$ cat config.mk
export PLATFORM = sky130hd
export DESIGN_NAME = seb_ctrl
export DESIGN_NICKNAME = d
export VERILOG_FILES = /design/src/rtl/seb_pkg.sv /design/src/rtl/seb_ctrl.sv
export VERILOG_INCLUDE_DIRS = /design/src /design/src/rtl
export SDC_FILE = /design/constraint.sdc
export NUM_CORES = 1
export LEC_CHECK = 0
export ABC_CLOCK_PERIOD_IN_PS = 2900
export BUFFER_PORTS_ARGS = -buffer_cell sky130_fd_sc_hd__buf_2
export CORE_MARGIN = 8
export CORE_UTILIZATION = 54
export DETAILED_ROUTE_END_ITERATION = 12
export PLACE_DENSITY = 0.73
export SLEW_MARGIN = 10
export SYNTH_ARGS = -nofsm -noshare
export SYNTH_HDL_FRONTEND = slang
export SYNTH_SLANG_ARGS = --single-unit
$ cat constraint.sdc
create_clock -name i_clk -period 2.9 [get_ports i_clk]
set_clock_uncertainty 0.15 [all_clocks]
set_input_delay 0.87 -clock i_clk [delete_from_list [all_inputs] [get_ports i_clk]]
set_output_delay 0.87 -clock i_clk [all_outputs]
set_load 0.05 [all_outputs]
$ cat src/rtl/segment_endpoint_bridger_core_macros.svh
// ----------------------------------------------------------------------------
// segment endpoint bridger assertion macros
// shared concurrent assertion helpers, empty when SYNTHESIS is set
// ----------------------------------------------------------------------------
`ifndef SEGMENT_ENDPOINT_BRIDGER_CORE_MACROS_SVH
`define SEGMENT_ENDPOINT_BRIDGER_CORE_MACROS_SVH
`ifndef SYNTHESIS
`define SEB_ASSERT(label, expr) \
    label: assert property (@(posedge i_clk) disable iff (!i_rst_n) (expr)) \
        else $error("seb assertion failed");
`define SEB_ASSERT_IMPL(label, ante, cons) \
    label: assert property (@(posedge i_clk) disable iff (!i_rst_n) (ante) |-> (cons)) \
        else $error("seb assertion failed");
`define SEB_ASSERT_NEXT(label, ante, cons) \
    label: assert property (@(posedge i_clk) disable iff (!i_rst_n) (ante) |=> (cons)) \
        else $error("seb assertion failed");
`else
`define SEB_ASSERT(label, expr)
`define SEB_ASSERT_IMPL(label, ante, cons)
`define SEB_ASSERT_NEXT(label, ante, cons)
`endif
`endif

$ cat src/rtl/seb_pkg.sv
// ----------------------------------------------------------------------------
// seb_pkg
// shared constants, types and helpers of the segment endpoint bridger
// ----------------------------------------------------------------------------
package seb_pkg;

    localparam int MAX_SEGMENTS = 64;
    localparam int COORD_BITS   = 12;
    localparam int THR_BITS     = 16;
    localparam int ADDR_W       = $clog2(MAX_SEGMENTS);
    localparam int CNT_W        = $clog2(MAX_SEGMENTS + 1);
    localparam int HIT_W        = $clog2(MAX_SEGMENTS);
    localparam int SEG_W        = 4 * COORD_BITS;
    localparam int SQ_W         = 2 * COORD_BITS;
    localparam int DIST_W       = 2 * COORD_BITS + 1;
    localparam int MAX_RESULTS  = MAX_SEGMENTS - 1;
    localparam int GAP_CEILING  = 50000;
    localparam logic [THR_BITS-1:0] THR_RESET = 16'd1440;

    typedef logic [COORD_BITS-1:0] t_coord;

    typedef struct packed {
        t_coord sx;
        t_coord sy;
        t_coord ex;
        t_coord ey;
    } t_seg;

    typedef struct packed {
        t_coord fx;
        t_coord fy;
        t_coord tx;
        t_coord ty;
        logic   last;
    } t_bridge;

    typedef struct packed {
        logic              start;
        logic              wr_en;
        logic [ADDR_W-1:0] wr_addr;
        logic              issue;
        logic [ADDR_W-1:0] rd_addr;
        logic              rd_end;
    } t_cmd;

    typedef struct packed {
        logic adv;
        logic busy;
    } t_stat;

    function automatic t_coord abs_diff(input t_coord a, input t_coord b);
        return (a > b) ? (a - b) : (b - a);
    endfunction

endpackage

$ cat src/rtl/seb_ctrl.sv
// ----------------------------------------------------------------------------
// seb_ctrl
// sequencer: input handshake, store fill count and scan of stored segments
// ----------------------------------------------------------------------------
`include "segment_endpoint_bridger_core_macros.svh"

module seb_ctrl import seb_pkg::*; (
    input  logic  i_clk,
    input  logic  i_rst_n,
    input  logic  i_seg_valid,
    output logic  o_seg_ready,
    input  logic  i_new_set,
    input  t_stat i_stat,
    output t_cmd  o_cmd
);

    localparam logic [1:0] ST_IDLE  = 2'd0;
    localparam logic [1:0] ST_SCAN  = 2'd1;
    localparam logic [1:0] ST_DRAIN = 2'd2;

    logic [1:0]        r_state, n_state;
    logic [CNT_W-1:0]  r_count, n_count;
    logic [CNT_W-1:0]  r_limit, n_limit;
    logic [ADDR_W-1:0] r_idx, n_idx;
    logic              accept;
    logic              room;
    logic [CNT_W-1:0]  eff_cnt;

    assign o_seg_ready = (r_state == ST_IDLE);
    assign accept      = i_seg_valid && o_seg_ready;
    assign eff_cnt     = i_new_set ? '0 : r_count;
    assign room        = (eff_cnt < CNT_W'(MAX_SEGMENTS));

    always_comb begin
        o_cmd.start   = accept;
        o_cmd.wr_en   = accept && room;
        o_cmd.wr_addr = eff_cnt[ADDR_W-1:0];
        o_cmd.issue   = (r_state == ST_SCAN) && i_stat.adv;
        o_cmd.rd_addr = r_idx;
        o_cmd.rd_end  = (CNT_W'(r_idx) == (r_limit - CNT_W'(1)));
    end

    always_comb begin
        n_state = r_state;
        n_count = r_count;
        n_limit = r_limit;
        n_idx   = r_idx;
        unique case (r_state)
            ST_IDLE: begin
                if (accept) begin
                    n_count = eff_cnt + CNT_W'(room);
                    n_limit = eff_cnt;
                    n_idx   = '0;
                    if (eff_cnt != '0) begin
                        n_state = ST_SCAN;
                    end
                end
            end
            ST_SCAN: begin
                if (o_cmd.issue) begin
                    n_idx = r_idx + ADDR_W'(1);
                    if (o_cmd.rd_end) begin
                        n_state = ST_DRAIN;
                    end
                end
            end
            ST_DRAIN: begin
                if (!i_stat.busy) begin
                    n_state = ST_IDLE;
                end
            end
            default: begin
                n_state = ST_IDLE;
            end
        endcase
    end

    always_ff @(posedge i_clk) begin
        if (!i_rst_n) begin
            r_state <= ST_IDLE;
            r_count <= '0;
        end else begin
            r_state <= n_state;
            r_count <= n_count;
        end
        r_limit <= n_limit;
        r_idx   <= n_idx;
    end

    `SEB_ASSERT_IMPL(a_idx_in_range, r_state == ST_SCAN, CNT_W'(r_idx) < r_limit)
    `SEB_ASSERT(a_count_bounded, r_count <= CNT_W'(MAX_SEGMENTS))
    `SEB_ASSERT_NEXT(a_new_set_restart, accept && i_new_set, r_count == CNT_W'(1))

endmodule

## Yosys cells after proc, flatten, opt, wreduce, memory -nomap -nowiden

Cells that the tools add are included.
Widths: inputs -> output; s select.

| word-level totals | value |
|---|---|
| bits in registers | 22 |
| input port bits | 6 |
| output and inout port bits | 17 |

| cells by class | value |
|---|---|
| mux-type cells | 10 |
| equal/unequal tests | 8 |
| order comparisons | 1 |
| reduce and logical (&&, ||, !) cells | 9 |
| add/sub/neg operators | 3 |

Operator list:

| cell | count |
|---|---|
| $mux 6 | 2 |
| $pmux 6 s2 | 1 |
| $mux 2 | 5 |
| $add 7x1->7 | 1 |
| $eq 6x7->1 | 1 |
| $lt 7x7->1 const B | 1 |
| $mux 7 | 1 |
| $reduce_bool 7->1 | 1 |
| $sub 7x1->7 const B | 1 |
| $add 6x1->6 const B | 1 |
| $ne 2x2->1 const B | 3 |
| $pmux 2 s3 | 1 |
| $reduce_and 5->1 | 1 |
| $ne 2x1->1 const B | 2 |
| $logic_and 1x1->1 | 3 |
| $reduce_and 3->1 | 1 |
| $eq 2x1->1 const B | 1 |
| $eq 2x2->1 const B | 1 |
| $logic_not 2->1 | 1 |
| $reduce_and 2->1 | 1 |
| $reduce_bool 2->1 | 1 |

## Logic depth before layout (Yosys ltp)

| depth | value |
|---|---|
| depth after elaboration | 5 |
| mapped depth | 8 |
| gate-level depth less buffers | 7 |

## Worst setup path after synthesis

OpenSTA, ideal clock, no wires.

| timing | value |
|---|---|
| kind | register to output |
| from | register r_limit[0] |
| to | output port o_cmd[0] (netlist name) |
| data required time | 1.880 ns |
| slack | -0.171 ns |
| cell stages (with the launch flop) | 8 |
| data arrival time | 2.051 ns |
| cells stage by stage | edfxtp_1 inv_1 ha_1 nor3b_4 xor2_1 o221a_2 a2bb2oi_2 nor2_1 |

RTL lines:

| what | RTL line | RTL |
|---|---|---|
| from (decl) | seb_ctrl.sv:23 | `logic [CNT_W-1:0] r_limit, n_limit;` |
| from (signal assigned) | seb_ctrl.sv:86 | `r_limit <= n_limit;` |
| to (decl) | seb_ctrl.sv:14 | `output t_cmd o_cmd` |

==> results.md <==
- Combinational Power Share: between 20% and 30%
- Vias in the first global route: roughly 1000
- Root Buffer: clkbuf_4
- Setup crit end kind: primary output
- Vias per cell: around 5.6
- GRT Overall Usage: approximately 14%
- Via count: around 1000
- Minimum clock period after layout: 3.13 ns
- GR peak layer: met2
- Total grt overflow: 0
- Sw Share: around a third
- Critical Path RT: 1.88 ns
- Tcrit/Tclk final: 108%
- Post-DP Area: around 0.0014 sq mm
- Maximum clock rate: between 300 and 400 MHz
- Total of max-cap violations: 0
- Drt first-iter violations: 75
- Final instance area: 0.00149 sq mm
- CTS H-tree depth: 1
- Flop pwr share: 53.2%
- Cts hold-fix bufs: 0
- Drt pass-1 iters: 4
- I/O Buffers: 22
- CP Launch Point: r_limit[1]
- Wirelength, routed: 2870 um
- Syn Inst Count: between 100 and 150
- # rows: 17
- TritonCTS Buffers: 3
- Core area: 0.00225 sq mm
- Synth top cells by count: edfxtp_1, nand2_1, nor2_1
- Crit Path Max Fanout: 3
- Switching power: approximately 0.00023 W
- Clock power share: roughly 22%
- First-pass GRT wire length: just under 5000 um
- Critical path startpoint category: register
- Multi-input gate area: between 600 and 700 sq um
- # DRC: 0
- GR Util met1: 16.1%
- Die width: approximately 65 um
- Cell with the most instances after synthesis: edfxtp_1
- Max transition margin: 76.3%
- Fillers: ~190
- Clock slew at reported path FFs: around 0.13 ns
- Wire per inst: around 16 um
- Internal: around 0.00047 W
- HPWL after DPL: roughly 2100 um
- Fin. max-slew vios: 0
- Antenna cells: 0
- Top_reg_cell synth: edfxtp_1
- Area Overhead vs Synth: 14.3%
- Die area: 0.00424 sq mm
- Worst vdd ir: 362 uV
- Largest net degree at the start of global routing: 17
- Gpl congestion: about 0.86
- Hold Crit Start: r_count[1]
- RR Startpoint: r_limit[1]
- Clock tree sinks: 22
- Synth area leaders: edfxtp_1, dfxtp_1, xnor2_1
- Final layout net count: 165
- Sequential share of the synthesized area: 43.8%
- Post-synthesis mux area share: 0%
- DRT antenna net count: 0
- P_leak: between 0.6 and 0.7 nW
- Cell accounting for the most synthesized area: edfxtp_1
- Yosys top cell area share: 30.0%
- WS Path Type: register to primary output
- RSZ-0062 raised after global routing: yes
- Final setup violation count: 1
- Hold/Removal Path Class: register to register
- M3 GR Usage: about 3.4%
- Net Count, Synth: roughly 140
- Initial antenna violation count: 0
- Flip-flop and latch area: between 500 and 600 sq um
- Met2 Resource Use GR: 25.0%
- Post-synth ARST share: 0%
- Post-Synthesis Cell Area: between 0.001 and 0.0015 sq mm
- Worst skew pair latency: around 0.32 ns
- Largest family of logic cells by synthesized area: simple AND/OR/NAND/NOR gates
- Avg Inst Size Synth: 9.94 sq um
- Compound-Gate Fraction of Synth Area: between 10 and 15%
- Fin. Hold Viols: 0
- Post-Synth Adder-Cell Area: 3.84%
- Critical Path AT: 2.11 ns
- Failing checks: negative setup slack
- Die Span Y: 65.1 um
- I/O pins: 23
- Synth warn: 0
- Worst-margin pin slew: between 0.3 and 0.4 ns
- Netlist cell types: 35
- Post-synth EDFFs: 13
- Min setup slack post-route: -0.234 ns
- Initial core utilization: approximately 58%
- Total power: ~0.00070 W
- Yosys reg bits: 22
- Synth Area in XOR/XNOR: under 10%
- Outcome: finished, violations left
- Pwr Density: about 470 mW/mm^2
- Clk buf depth: 2
- Share of cells above drive strength 1: between 20 and 30%
- CTS tree: built
- Synth Area in Simple Gates: between 20% and 30%
==> cell families after synthesis <==
family          after synthesis
compound gates               22
xor+xnor                     13
fa+ha+maj                     4
buf+inv                      14
flops                        22
simple gates                 56
==> layer usage <==
metal	vias up	share of wire, %
li1	508	-
met1	492	44
met2	21	51
met3	4	3.3
met4	0	1.3
met5	-	0
==> placed cells by master (no fill, tap or decap), types with 2 or more instances in the layout <==
cell	synthesis	layout
buf_2	0	21
edfxtp_1	13	13
nand2_1	12	12
dfxtp_1	9	9
nor2b_1	8	8
xnor2_1	8	8
nor2_1	10	8
o21ai_0	6	6
a21boi_0	6	6
buf_4	7	6
xor2_1	5	5
inv_1	4	4
nor3_1	4	3
nand4_1	3	3
and3_1	3	3
o31ai_1	3	3
ha_1	4	3
clkbuf_4	0	3
nor2_2	0	2
nand2b_1	2	2
nand4b_1	2	2
and2_1	2	2
nand3_1	2	2
nand3b_1	2	2
a31oi_1	2	2
==> flip-flops by register name (all words and copies together) (netlist names) <==
signal,flops
r_count,7
r_limit,7
r_idx,6
r_state,2
==> stage by stage <==
step           instances  hold slack, ns  setup TNS, ns  setup slack (ns)  util, %
2_1_floorplan        131           0.311              0            0.0486        -
3_3_place_gp         174           0.336              0             0.146     62.4
3_5_place_dp         174           0.352              0            0.0596     62.4
4_1_cts              182           0.370         -0.191            -0.191     65.8
5_1_grt              182           0.410         -0.332            -0.332     66.0
6_report             182           0.368         -0.234            -0.234     66.0
==> power groups by stage <==
stage,combinational [W],clock (W),sequential [W]
5_1_grt,0.000189,0.000167,0.000374
2_1_floorplan,0.000102,0,0.000400
4_1_cts,0.000176,0.000154,0.000371
3_3_place_gp,0.000159,0,0.000377
3_5_place_dp,0.000162,0,0.000378
6_report,0.000176,0.000151,0.000372
==> worst max-delay path: stages (launching register included) <==
cell and delay (ns):
edfxtp_1 0.43, inv_1 0.08, ha_2 0.17, nor3b_4 0.23, xor2_1 0.13, o221a_2 0.31
a2bb2oi_4 0.15, nor2_2 0.11, buf_6 0.17
==> timing repair <==
item / 4_1_cts / 5_1_grt
endpoints found under the setup margin: 1 / 1
pin swaps: 3 / 2
resized for setup: 4 / 1
setup buffers: 4 / 0
==> cell type report <==
cell class | instances | area share [%]
Inverter | 5 | 1.26
Multi-Input combinational cell | 95 | 45.5
Clock buffer | 4 | 1.76
Sequential cell | 22 | 38.3
Tap cell | 28 | 2.35
Timing Repair Buffer | 28 | 10.8
==> final timing paths <==
check | end | slack, ns | depth (start not counted)
hold reg to reg | r_count[1] | 0.37 | 2
setup / recovery | o_cmd[0] | -0.23 | 8
hold / removal | r_count[1] | 0.37 | 2
setup reg to reg | r_state[0] | 0.71 | 8
(Power assumes the default switching activity.)
